File: config.mk
export PLATFORM = sky130hd
export DESIGN_NAME = xorshift1024_bounded_sampler_flat
export DESIGN_NICKNAME = d
export VERILOG_FILES = /design/src/sv/xbs_pkg.sv /design/src/sv/xbs_if.sv /design/src/sv/xbs_div.sv /design/src/sv/xorshift1024_bounded_sampler.sv /design/src/flat_wrapper.sv
export SDC_FILE = /design/constraint.sdc
export NUM_CORES = 2
export LEC_CHECK = 0
export ABC_AREA = 1
export BUFFER_PORTS_ARGS = -buffer_cell sky130_fd_sc_hd__buf_2
export CORE_UTILIZATION = 35
export DETAILED_ROUTE_END_ITERATION = 6
export PLACE_DENSITY = 0.59
export SLEW_MARGIN = 30
export SYNTH_ARGS = -nofsm -noshare
export SYNTH_HDL_FRONTEND = slang
export SYNTH_SLANG_ARGS = --single-unit
File: constraint.sdc
create_clock -name i_clk -period 8.4 [get_ports i_clk]
set_input_delay 2.52 -clock i_clk [delete_from_list [all_inputs] [get_ports i_clk]]
set_output_delay 2.52 -clock i_clk [all_outputs]
set_load 0.005 [all_outputs]
File: src/sv/xbs_pkg.sv
// Shared constants and types of the bounded xorshift1024* sampler.
package xbs_pkg;

    // Generator geometry and step constants
    localparam int unsigned GEN_WORDS = 16;
    localparam int unsigned PTR_W     = 4;
    localparam int unsigned WORD_W    = 64;
    localparam int unsigned HALF_W    = 32;
    localparam int unsigned SH_A      = 31;
    localparam int unsigned SH_B      = 11;
    localparam int unsigned SH_C      = 30;
    localparam logic [63:0] GEN_MULT  = 64'd1181783497276652981;

    // Divider step counter width (64 steps)
    localparam int unsigned DIV_CNT_W = 6;

    // Transaction kinds
    localparam logic [1:0] KIND_SEED    = 2'd0;
    localparam logic [1:0] KIND_RAW     = 2'd1;
    localparam logic [1:0] KIND_BOUNDED = 2'd2;

    // Control from sequencer to divider
    typedef struct packed {
        logic start;
    } t_div_ctl;

    // Status from divider to sequencer
    typedef struct packed {
        logic busy;
        logic done;
    } t_div_sts;

endpackage

File: src/sv/xbs_if.sv
// Request and response channel interfaces of the sampler.

// Request channel: seed or draw
interface xbs_req_if;
    logic        valid;
    logic        ready;
    logic [1:0]  kind;
    logic [3:0]  seed_index;
    logic [63:0] seed_value;
    logic [63:0] limit;

    modport source (output valid, output kind, output seed_index, output seed_value,
                    output limit, input ready);
    modport sink   (input valid, input kind, input seed_index, input seed_value,
                    input limit, output ready);
endinterface

// Response channel: drawn value
interface xbs_rsp_if;
    logic        valid;
    logic        ready;
    logic [63:0] value;
    logic        bad_limit;

    modport source (output valid, output value, output bad_limit, input ready);
    modport sink   (input valid, input value, input bad_limit, output ready);
endinterface

File: src/sv/xbs_div.sv
// Bit-serial restoring divider giving the 64-bit remainder.
module xbs_div (
    input  logic                 i_clk,
    input  logic                 i_rst_n,
    input  xbs_pkg::t_div_ctl    i_ctl,
    input  logic [63:0]          i_dividend,
    input  logic [63:0]          i_divisor,
    output xbs_pkg::t_div_sts    o_sts,
    output logic [63:0]          o_rem
);

    logic [63:0]                      r_rem;
    logic [63:0]                      r_num;
    logic [63:0]                      r_den;
    logic [xbs_pkg::DIV_CNT_W-1:0]    r_cnt;
    logic                             r_busy;
    logic                             r_done;

    logic [64:0] trial;
    logic [64:0] diff;
    logic [63:0] n_rem;

    // One quotient bit per cycle: shift in next dividend bit, subtract if it fits
    always_comb begin
        trial = {r_rem, r_num[63]};
        diff  = trial - {1'b0, r_den};
        if (trial >= {1'b0, r_den}) begin
            n_rem = diff[63:0];
        end else begin
            n_rem = trial[63:0];
        end
    end

    // Control
    always_ff @(posedge i_clk) begin
        if (!i_rst_n) begin
            r_busy <= 1'b0;
            r_done <= 1'b0;
            r_cnt  <= '0;
        end else begin
            r_done <= 1'b0;
            if (r_busy) begin
                r_cnt <= r_cnt + 1'b1;
                if (r_cnt == {xbs_pkg::DIV_CNT_W{1'b1}}) begin
                    r_busy <= 1'b0;
                    r_done <= 1'b1;
                end
            end else if (i_ctl.start) begin
                r_busy <= 1'b1;
                r_cnt  <= '0;
            end
        end
    end

    // Datapath
    always_ff @(posedge i_clk) begin
        if (r_busy) begin
            r_rem <= n_rem;
            r_num <= {r_num[62:0], 1'b0};
        end else if (i_ctl.start) begin
            r_rem <= '0;
            r_num <= i_dividend;
            r_den <= i_divisor;
        end
    end

    assign o_sts.busy = r_busy;
    assign o_sts.done = r_done;
    assign o_rem      = r_rem;

endmodule

File: src/sv/xorshift1024_bounded_sampler.sv
// Top level: xorshift1024* generator with rejection-sampled bounded draws.
// Seed transaction: word written when the request is accepted. Raw draw: read, mix, multiply, result.
// Bounded draw: threshold division, one generator step per try until one passes, the
// final remainder, then loading the result; the shared bit-serial divider does both divisions.
// Limit zero: flagged result, no generator step. One transaction in flight; ready only when
// idle; a result not yet taken holds the sequencer. Reset clears pointer and word flags.
module xorshift1024_bounded_sampler (
    input  logic          i_clk,
    input  logic          i_rst_n,
    xbs_req_if.sink       i_req,
    xbs_rsp_if.source     o_rsp
);

    // Sequencer states
    localparam logic [3:0] ST_IDLE = 4'd0;
    localparam logic [3:0] ST_DTS  = 4'd1;
    localparam logic [3:0] ST_DTW  = 4'd2;
    localparam logic [3:0] ST_RDA  = 4'd3;
    localparam logic [3:0] ST_RDB  = 4'd4;
    localparam logic [3:0] ST_MIX  = 4'd5;
    localparam logic [3:0] ST_M0   = 4'd6;
    localparam logic [3:0] ST_M1   = 4'd7;
    localparam logic [3:0] ST_M2   = 4'd8;
    localparam logic [3:0] ST_M3   = 4'd9;
    localparam logic [3:0] ST_CHK  = 4'd10;
    localparam logic [3:0] ST_DRS  = 4'd11;
    localparam logic [3:0] ST_DRW  = 4'd12;
    localparam logic [3:0] ST_DONE = 4'd13;

    localparam int unsigned PW = xbs_pkg::PTR_W;
    localparam int unsigned HW = xbs_pkg::HALF_W;

    logic [3:0]                      r_state;
    logic [3:0]                      n_state;
    logic [PW-1:0]                   r_ptr;
    logic                            r_bounded;
    logic [63:0]                     r_lim;
    logic [63:0]                     r_thr;
    logic [63:0]                     r_a;
    logic [63:0]                     r_x;
    logic [63:0]                     r_prod;
    logic [63:0]                     r_acc;
    logic [63:0]                     r_res;
    logic                            r_res_bad;
    logic                            r_out_valid;
    logic [63:0]                     r_value;
    logic                            r_bad;

    // State word store
    logic [63:0]                     r_mem [xbs_pkg::GEN_WORDS];
    logic [xbs_pkg::GEN_WORDS-1:0]   r_vld;
    logic [63:0]                     r_rdata;
    logic [PW-1:0]                   rd_addr;
    logic                            wr_en;
    logic [PW-1:0]                   wr_addr;
    logic [63:0]                     wr_data;

    logic                            accept;
    logic [63:0]                     b_sh;
    logic [63:0]                     mix_word;
    logic [HW-1:0]                   mul_a;
    logic [HW-1:0]                   mul_b;
    logic [PW-1:0]                   ptr_inc;

    xbs_pkg::t_div_ctl               div_ctl;
    xbs_pkg::t_div_sts               div_sts;
    logic [63:0]                     div_dividend;
    logic [63:0]                     div_rem;

    assign accept      = i_req.valid && i_req.ready;
    assign i_req.ready = (r_state == ST_IDLE);
    assign ptr_inc     = r_ptr + 1'b1;

    // Generator step on the two fetched words
    always_comb begin
        b_sh     = r_rdata ^ (r_rdata << xbs_pkg::SH_A);
        mix_word = b_sh ^ r_a ^ (b_sh >> xbs_pkg::SH_B) ^ (r_a >> xbs_pkg::SH_C);
    end

    // Read address and write port selection
    always_comb begin
        rd_addr = r_ptr;
        if (r_state == ST_RDB) begin
            rd_addr = ptr_inc;
        end
        wr_en   = 1'b0;
        wr_addr = r_ptr;
        wr_data = mix_word;
        if (accept && i_req.kind == xbs_pkg::KIND_SEED) begin
            wr_en   = 1'b1;
            wr_addr = i_req.seed_index;
            wr_data = (i_req.seed_value == 64'd0) ? 64'd1 : i_req.seed_value;
        end else if (r_state == ST_MIX) begin
            wr_en = 1'b1;
        end
    end

    // Word store: registered read, invalid entries read as one
    always_ff @(posedge i_clk) begin
        if (wr_en) begin
            r_mem[wr_addr] <= wr_data;
        end
        r_rdata <= r_vld[rd_addr] ? r_mem[rd_addr] : 64'd1;
    end

    always_ff @(posedge i_clk) begin
        if (!i_rst_n) begin
            r_vld <= '0;
        end else if (wr_en) begin
            r_vld[wr_addr] <= 1'b1;
        end
    end

    // Shared 32x32 multiplier operand selection (low 64 bits of x * GEN_MULT)
    always_comb begin
        mul_a = r_x[HW-1:0];
        mul_b = xbs_pkg::GEN_MULT[HW-1:0];
        case (r_state)
            ST_M1: begin
                mul_b = xbs_pkg::GEN_MULT[63:HW];
            end
            ST_M2: begin
                mul_a = r_x[63:HW];
            end
            default: begin
                mul_a = r_x[HW-1:0];
            end
        endcase
    end

    // Divider hookup: threshold (2^64 - limit) mod limit, then output mod limit
    assign div_ctl.start = (r_state == ST_DTS) || (r_state == ST_DRS);
    assign div_dividend  = (r_state == ST_DTS) ? (64'd0 - r_lim) : r_acc;

    xbs_div u_div (
        .i_clk      (i_clk),
        .i_rst_n    (i_rst_n),
        .i_ctl      (div_ctl),
        .i_dividend (div_dividend),
        .i_divisor  (r_lim),
        .o_sts      (div_sts),
        .o_rem      (div_rem)
    );

    // Sequencer next state
    always_comb begin
        n_state = r_state;
        case (r_state)
            ST_IDLE: begin
                if (accept) begin
                    case (i_req.kind)
                        xbs_pkg::KIND_RAW: begin
                            n_state = ST_RDA;
                        end
                        xbs_pkg::KIND_BOUNDED: begin
                            n_state = (i_req.limit == 64'd0) ? ST_DONE : ST_DTS;
                        end
                        default: begin
                            n_state = ST_IDLE;
                        end
                    endcase
                end
            end
            ST_DTS: n_state = ST_DTW;
            ST_DTW: begin
                if (div_sts.done) begin
                    n_state = ST_RDA;
                end
            end
            ST_RDA: n_state = ST_RDB;
            ST_RDB: n_state = ST_MIX;
            ST_MIX: n_state = ST_M0;
            ST_M0:  n_state = ST_M1;
            ST_M1:  n_state = ST_M2;
            ST_M2:  n_state = ST_M3;
            ST_M3:  n_state = ST_CHK;
            ST_CHK: begin
                if (!r_bounded) begin
                    n_state = ST_DONE;
                end else if (r_acc < r_thr) begin
                    n_state = ST_RDA;
                end else begin
                    n_state = ST_DRS;
                end
            end
            ST_DRS: n_state = ST_DRW;
            ST_DRW: begin
                if (div_sts.done) begin
                    n_state = ST_DONE;
                end
            end
            ST_DONE: begin
                if (!r_out_valid || o_rsp.ready) begin
                    n_state = ST_IDLE;
                end
            end
            default: n_state = ST_IDLE;
        endcase
    end

    // Control registers
    always_ff @(posedge i_clk) begin
        if (!i_rst_n) begin
            r_state     <= ST_IDLE;
            r_ptr       <= '0;
            r_out_valid <= 1'b0;
        end else begin
            r_state <= n_state;
            if (accept && i_req.kind == xbs_pkg::KIND_SEED) begin
                r_ptr <= '0;
            end else if (r_state == ST_RDB) begin
                r_ptr <= ptr_inc;
            end
            if (r_state == ST_DONE && (!r_out_valid || o_rsp.ready)) begin
                r_out_valid <= 1'b1;
            end else if (o_rsp.ready) begin
                r_out_valid <= 1'b0;
            end
        end
    end

    // Datapath registers
    always_ff @(posedge i_clk) begin
        r_prod <= mul_a * mul_b;
        case (r_state)
            ST_IDLE: begin
                r_bounded <= (i_req.kind == xbs_pkg::KIND_BOUNDED);
                r_lim     <= i_req.limit;
                r_res     <= 64'd0;
                r_res_bad <= (i_req.limit == 64'd0);
            end
            ST_DTW: begin
                if (div_sts.done) begin
                    r_thr <= div_rem;
                end
            end
            ST_RDB: r_a <= r_rdata;
            ST_MIX: r_x <= mix_word;
            ST_M1:  r_acc <= r_prod;
            ST_M2:  r_acc <= r_acc + {r_prod[HW-1:0], {HW{1'b0}}};
            ST_M3:  r_acc <= r_acc + {r_prod[HW-1:0], {HW{1'b0}}};
            ST_CHK: begin
                r_res_bad <= 1'b0;
                r_res     <= r_acc;
            end
            ST_DRW: begin
                if (div_sts.done) begin
                    r_res <= div_rem;
                end
            end
            ST_DONE: begin
                if (!r_out_valid || o_rsp.ready) begin
                    r_value <= r_res;
                    r_bad   <= r_res_bad;
                end
            end
            default: begin
                r_res <= r_res;
            end
        endcase
    end

    assign o_rsp.valid     = r_out_valid;
    assign o_rsp.value     = r_value;
    assign o_rsp.bad_limit = r_bad;

endmodule

File: src/flat_wrapper.sv
// flat-port wrapper written by rule: the top's interface ports become plain ports
module xorshift1024_bounded_sampler_flat 
  (i_clk, i_rst_n, i_req_valid, i_req_kind, i_req_seed_index, i_req_seed_value, i_req_limit, i_req_ready, o_rsp_valid, o_rsp_value, o_rsp_bad_limit, o_rsp_ready);
  xbs_req_if i_req_i ();
  xbs_rsp_if o_rsp_i ();
  input  logic i_clk;
  input  logic i_rst_n;
  input wire logic [$bits(i_req_i.valid)-1:0] i_req_valid;
  input wire logic [$bits(i_req_i.kind)-1:0] i_req_kind;
  input wire logic [$bits(i_req_i.seed_index)-1:0] i_req_seed_index;
  input wire logic [$bits(i_req_i.seed_value)-1:0] i_req_seed_value;
  input wire logic [$bits(i_req_i.limit)-1:0] i_req_limit;
  output wire logic [$bits(i_req_i.ready)-1:0] i_req_ready;
  output wire logic [$bits(o_rsp_i.valid)-1:0] o_rsp_valid;
  output wire logic [$bits(o_rsp_i.value)-1:0] o_rsp_value;
  output wire logic [$bits(o_rsp_i.bad_limit)-1:0] o_rsp_bad_limit;
  input wire logic [$bits(o_rsp_i.ready)-1:0] o_rsp_ready;
  assign i_req_i.valid = i_req_valid;
  assign i_req_i.kind = i_req_kind;
  assign i_req_i.seed_index = i_req_seed_index;
  assign i_req_i.seed_value = i_req_seed_value;
  assign i_req_i.limit = i_req_limit;
  assign i_req_ready = i_req_i.ready;
  assign o_rsp_valid = o_rsp_i.valid;
  assign o_rsp_value = o_rsp_i.value;
  assign o_rsp_bad_limit = o_rsp_i.bad_limit;
  assign o_rsp_i.ready = o_rsp_ready;
  xorshift1024_bounded_sampler u_core (.i_clk(i_clk), .i_rst_n(i_rst_n), .i_req(i_req_i), .o_rsp(o_rsp_i));
endmodule
After elaboration in Yosys (flattened, before gate mapping):

Memory sizes are Yosys's and may differ from the RTL's. A register that Yosys moved wholly into a read port is not among the register bits.
Cells that the tools add are included.

* register bits after elaboration: 740
* bits in writable memories: 1024
* input port bits: 138
* output and inout bits: 67
* word-level logic and storage cells: 127
* memories kept: 1

Memories
* u_core.r_mem: depth 16, width 64, rd ports 1, clocked after memory_dff 1, wr ports 1, RTL line xorshift1024_bounded_sampler.sv:50 `logic [63:0] r_mem [xbs_pkg::GEN_WORDS];`

* add/subtract/negate cells: 5
* multipliers: 1
* order comparisons: 5
* equal/unequal tests: 20
* mux-type cells: 41
* bitwise operators: 7
* reductions and logical operators: 25

Operators with widths (number)
* two-way mux 64 bit: 9
* one-hot mux 64 bit (3 select lines): 1
* zero test 64 bit: 2
* one-hot mux 64 bit (2 select lines): 1
* bitwise XOR 64 bit: 2
* >= comparator 65 x 64 -> 1 bit: 1
* adder 64 bit: 1
* less-than comparator 64 bit: 1
* subtractor 1 x 64 -> 64 bit (first input constant): 1
* subtractor 64 bit: 1
* bitwise XOR 64 x 34 -> 64 bit: 1
* bitwise XOR 64 x 53 -> 64 bit: 1
* multiplier 32 x 31 -> 63 bit: 1
* one-hot mux 4 bit (14 select lines): 1
* two-way mux 4 bit: 9
* two-way mux 32 bit: 1
* two-way mux 31 bit: 1
* equality test 4 bit (second input constant): 6
* equality test 4 x 3 -> 1 bit (second input constant): 4
* bitwise OR 16 bit: 1
* two-way mux 1 bit: 12
* two-way mux 6 bit: 2
* less-than comparator 4 x 5 -> 1 bit (second input constant): 2
* AND reduction 2 bit: 5
* other kinds (24): 37

Longest topological paths before layout:

* depth after elaboration: 9
* mapped depth: 43
* mapped depth without buffers: 41

Modules after synthesis:

From an unflattened synthesis, not the netlist that was laid out.

* cell total of the unflattened synthesis: 10362
* area total of the unflattened synthesis: 105799.0 um^2

Modules (own cells, without submodules)
* xorshift1024_bounded_sampler: instances 1, cells each 8344, area an instance 91330.1 um^2, seq. area each 47355.4 um^2
* xbs_div: instances 1, cells each 2018, area an instance 14468.9 um^2, seq. area each 5915.7 um^2

Worst setup path after synthesis:

Ideal clock, no wire load.

* kind: reg2reg
* from: register u_core.r_state[1]
* to: register u_core.r_prod[57]
* library setup time: 0.113 ns
* arrival: 8.054 ns
* data required time: 8.287 ns
* path slack: 0.232 ns
* stages on the path, launching flop included: 32
* path buffers: 3
* period minus slack after synthesis: 8.168 ns
* cell sequence: dfxtp_1 -> nand2_1 -> nor2_4 -> buf_6 -> buf_2 -> buf_2 -> nor2_1 -> inv_1 -> fa_1 -> fa_1 -> inv_1 -> fa_1 -> inv_1 -> fa_1 -> fa_1 -> inv_1 -> fa_1 -> fa_1 -> inv_1 -> fa_1 -> inv_1 -> ha_1 -> nand2_1 -> nor2_1 -> inv_1 -> nor4_1 -> nand3_1 -> nand3_1 -> a21oi_1 -> or2_2 -> nand3_1 -> nand2_1

* word-level cells in the longest chain between the ends: 3
* elaborated cells on any way between the ends: 5

RTL lines
* start, declared: RTL line xorshift1024_bounded_sampler.sv:33 `logic [3:0] r_state;`
* start signal, assigned: RTL line xorshift1024_bounded_sampler.sv:208 `r_state <= n_state;`
* equality test 4 bit or equality test 4 x 3 -> 1 bit (tied branches): RTL line xorshift1024_bounded_sampler.sv:118 `case (r_state)`
* two-way mux 32 bit or two-way mux 31 bit (tied branches): RTL line xorshift1024_bounded_sampler.sv:118
* multiplier 32 x 31 -> 63 bit (*): RTL line xorshift1024_bounded_sampler.sv:224 `r_prod <= mul_a * mul_b;`
* end signal, assigned: RTL line xorshift1024_bounded_sampler.sv:224
* end, declared: RTL line xorshift1024_bounded_sampler.sv:41 `logic [63:0] r_prod;`

Every way passes the cells marked *; elsewhere a longest branch is shown, timed or not.
A chain may end at the register's enable or synchronous reset.

Final worst setup path:

* from: register u_core.r_state[3]
* to: register u_core.r_prod[52]

The elaborated chain is that of the path after synthesis.

==> results by stage <==
Cells and area:
- After routing the design area is 117,000 µm².
- The signed area change from the synthesized netlist to the final layout is 13.1%.
- u_core.r_mem holds more flip-flops than any other register.
- Summing all multi-input logic gate instances after layout gives between 40,000 and 50,000 µm².
- The number of nets in the final layout is 11,400.
- The register with the most flip-flops in the layout has 1,024 of them.
- Of the cells placed in the final design, the portion with a size suffix greater than 1 is under 10%.
- The count of filler cells inserted in the layout is 28,500.
- The area taken by flip-flops and latches is 53,300 µm².

Yosys:
- The cell area after synthesis is ~100,000 µm².
- After synthesis, the mean cell area works out to 10.6 µm².
- For this run, the number of Yosys warnings is 0.
- Sequential cells were found to cover 51.4% of the synthesized design area.
- The main flop type after synthesis is sky130_fd_sc_hd__edfxtp_1.
- The total of flip-flops plus latches after synthesis is about 1,800.
- The cell count after synthesis came out at 9,818.
- For this run, asynchronously set or reset flops after synthesis account for 0%.
- Counting distinct cell types in the post-synthesis netlist gives 70.
- The synthesized design contains 1,666 enable-type register cells.

STA:
- In the post-route analysis, the smallest setup slack over all paths is 0.299 ns.
- The total negative setup slack is 0 ns.
- Hold is met by roughly 0.41 ns.
- The worst path in the final design needs a cycle of about 8 ns, including I/O delays and setup.
- The share of the cycle needed by the critical path after routing is 96.4%.
- Setup violations remaining at the end of the flow were counted as 0.
- The worst pin sits at a relative slew slack of 28.4%.
- The number of hold-slack violations in the final timing report is 0.
- The number of pins with negative max-slew slack in the final report was 0.
- The slew of the pin with the lowest slew margin is 1.07 ns.
- The maximum clock skew at final layout is 0.142 ns.
- Setup repair after global routing left no endpoint under its margin.
- Based on the critical path, the design can be clocked at up to 123 MHz.

Worst setup path:
- The maximum fanout count along the critical path is 7.
- The worst setup slack for register-to-register paths is roughly 0.3 ns.
- The class of the most critical setup path is reg -> reg.
- The cell with the largest stage delay on the worst path is sky130_fd_sc_hd__fa_1.
- STA puts the critical path data arrival time at 8.84 ns.
- The endpoint identified for the worst register-to-register timing path is u_core.r_prod[52].
- The critical path endpoint is u_core.r_prod[52].
- The path depth of the worst reg2reg path is 33.
- STA classifies the critical path endpoint as a flop.
- The beginning of the worst register-to-register path is u_core.r_state[3].
- Among the stages of the critical path, the cell type that occurs most often is sky130_fd_sc_hd__fa_1.
- The delay contributed by the slowest stage of the critical path is 0.56 ns.
- The source of the critical timing path is u_core.r_state[3].
- The type of origin of the critical path is a flop.
- The required time of the critical path is 9.14 ns.

Floorplanning:
- The floorplan step defined a core boundary enclosing 294,000 µm².
- The die covers 298,000 µm².
- The initial utilization of the core area, before any placement, comes to 35.2%.
- In this run the count of I/O pins placed on the die edge is 205.
- The width of the die is 546 µm.
- In this run the core area contains 199 standard-cell rows.
- The die height is 546 µm.

Global route:
- Global routing finished with a remaining overflow of 0.
- Entering global routing, the biggest net connects 162 pins.
- The via count of the first global-routing pass is around 75,000.
- Global routing used 23.3% of the available tracks across all layers.
- The initial antenna violation count is 16.
- The first-pass GRT wire length is 512,000 µm.

Detailed routing:
- The DRC violation count after routing is 19.
- The routed layout has 75,200 vias.
- The highest signal layer in the routed design is met5.
- The remaining antenna violation count is 0.
- Dividing the detail-routed wire length by the instance count gives 25.0 µm.
- After detailed routing, the met3 layer carries 24,600 µm of wire.
- For this block, the initial DRC count from the detailed router was about 7,500.
- The total wire length after detailed routing is 356,000 µm.
- In the final routing, the length of wire on met1 measures 149,000 µm.
- Using the TritonRoute via totals, the vias-per-cell ratio works out to 5.27.
- The pre-antenna-repair detailed-routing pass consisted of 7 iterations.
- Summed over all nets, wire length on met2 after detailed routing comes to 165,000 µm.

Place:
- The pre-CTS worst setup slack is about 0.039 ns.
- Once detailed placement completed, the half-perimeter wirelength came to 263,000 µm.
- Once placement finished, the instance area stood at 111,000 µm².
- The number of buffer cells added on primary ports is 204.
- At the end of routability-driven placement, the weighted congestion stood at 0.986.

Worst hold path:
- In this run the worst hold path is classified as reg -> reg.
- The worst hold path depth is 0.

Clock network:
- The root buffer selected by CTS is sky130_fd_sc_hd__clkbuf_16.
- The maximum buffer depth of the clock tree is 4.
- The clock sink count is 1,827.
- Clock-pin slew was measured on the worst setup and hold paths at ~0.06 ns.
- The clock insertion delay at the later pin of the skew report is 0.93 ns.
- The clock tree from TritonCTS is yes.
- In this run the number of H-tree levels came out at 4.
- The number of buffers added by the clock tree synthesis step is 197.

Pwr:
- The completed layout was analyzed and its total power is 45.9 mW.
- The maximum VDD drop is 0.00109 V.
- The leakage power figure is 47.1 nW.
- The power per cell area is 392 nW/µm².

Job:
- The count of maximum capacitance violations is 0.

Status:
- The checks that failed: DRC.
- The flow ran to the end, but the final reports show violations.
[layer usage]
layer	track usage [%]	vias up
met5	0	-
met4	10.3	6
met3	2.99	624
met2	37.8	3113
met1	31.2	37600
li1	-	33800
[final cells by class]
class	instances	share of cell area [%]
Tap cell	3919	4.18
Antenna cell	9	0.0192
Inverter	1462	4.73
Sequential cell	1827	45.4
Multi-Input combinational cell	6214	37.3
Clock buffer	250	4.49
Timing Repair Buffer	472	2.96
Clock inverter	106	0.889
[synth_stat cells, types with 22 or more instances]
library cell	n	area (µm²)
sky130_fd_sc_hd__nor2_1	1228	4610
sky130_fd_sc_hd__inv_2	35	131
sky130_fd_sc_hd__a32o_1	24	240
sky130_fd_sc_hd__o21ai_0	936	4680
sky130_fd_sc_hd__buf_6	22	248
sky130_fd_sc_hd__inv_1	1417	5320
sky130_fd_sc_hd__buf_2	85	425
sky130_fd_sc_hd__nor3_1	56	280
sky130_fd_sc_hd__xor2_1	211	1850
sky130_fd_sc_hd__o21bai_1	23	173
sky130_fd_sc_hd__or2_2	25	156
sky130_fd_sc_hd__nor4_1	41	257
sky130_fd_sc_hd__o221ai_1	67	587
sky130_fd_sc_hd__o211ai_1	85	638
sky130_fd_sc_hd__nand3_1	144	721
sky130_fd_sc_hd__clkbuf_1	227	852
sky130_fd_sc_hd__nand2_1	1153	4330
sky130_fd_sc_hd__nand4_1	53	332
sky130_fd_sc_hd__ha_1	555	6940
sky130_fd_sc_hd__fa_1	530	10600
sky130_fd_sc_hd__o21ai_1	147	736
sky130_fd_sc_hd__o22ai_1	194	1210
sky130_fd_sc_hd__dfxtp_1	161	3220
sky130_fd_sc_hd__edfxtp_1	1666	50000
sky130_fd_sc_hd__a21oi_1	321	1610
sky130_fd_sc_hd__a21o_1	25	188
sky130_fd_sc_hd__xnor2_1	152	1330
[layout by cell type (no fill, tap or decap), drive strengths merged, types with 24 or more instances in the layout]
cell / count
a21o: 25
a21oi: 325
a32o: 24
buf: 472
clkbuf: 250
clkinv: 76
conb: 51
dfxtp: 161
edfxtp: 1666
fa: 530
ha: 555
inv: 1466
nand2: 1166
nand3: 146
nand4: 53
nor2: 1254
nor3: 59
nor4: 41
o211ai: 87
o21ai: 1108
o21bai: 24
o221ai: 67
o22ai: 194
or2: 26
xnor2: 152
xor2: 213
[where the power goes]
part	internal, mW	total (mW)	switching [mW]
Combinational	8.32	24.3	16.0
Clock	4.91	8.58	3.68
Sequential	12.2	13.0	0.878
Total	25.4	45.9	20.6
[worst min-delay path by stage]
stage | startpoint | to | slack (ns)
2_1_floorplan | u_core.r_res_bad | u_core.o_rsp.bad_limit | 0.40
3_3_place_gp | u_core.r_res[18] | u_core.o_rsp.value[18] | 0.40
3_5_place_dp | u_core.r_res[16] | u_core.o_rsp.value[16] | 0.40
4_1_cts | u_core.r_res[46] | u_core.o_rsp.value[46] | 0.42
5_1_grt | u_core.r_res[0] | u_core.o_rsp.value[0] | 0.42
6_report | u_core.r_res[41] | u_core.o_rsp.value[41] | 0.41
[what timing repair did]
| item | in CTS | in global routing |
|---|---|---|
| hold buffers | 0 | 0 |
| resized for setup | 1 | 26 |
| setup buffers | 0 | 8 |
| setup endpoints to repair | 2 | 30 |
| endpoints found under the hold margin | 0 | 0 |
| pin swaps | 0 | 3 |
[critical path, delay by kind of cell, from the launching register on]
| family | cells | cell delay (ns) |
|---|---|---|
| buffers and inverters | 13 | 1.35 |
| DFF | 1 | 0.33 |
| and+or+nand+nor | 4 | 0.61 |
| xor gates and xnor gates | 1 | 0.14 |
| adders and majority gates | 9 | 4.26 |
| AOI/OAI and AO/OA | 6 | 1.28 |
[kinds of logic (layout without fill, tap and decap cells)]
kind of cell / after synthesis / after routing / share of synthesized area, %
other: 2 / 60 / 0.00724
AOI/OAI and AO/OA: 1943 / 1943 / 10.7
adders and majority gates: 1085 / 1085 / 16.9
xor gates and xnor gates: 365 / 365 / 3.10
and+or+nand+nor: 2770 / 2770 / 10.9
buffers and inverters: 1826 / 2290 / 6.96
DFF: 1827 / 1827 / 51.4
[through the flow]
stage | std cells | util, %
2_1_floorplan | 9867 | -
3_3_place_gp | 13900 | 37.6
3_5_place_dp | 13900 | 37.6
4_1_cts | 14200 | 39.8
5_1_grt | 14300 | 39.8
6_report | 14300 | 39.8
Note: power is estimated with default switching activity, not from simulation.
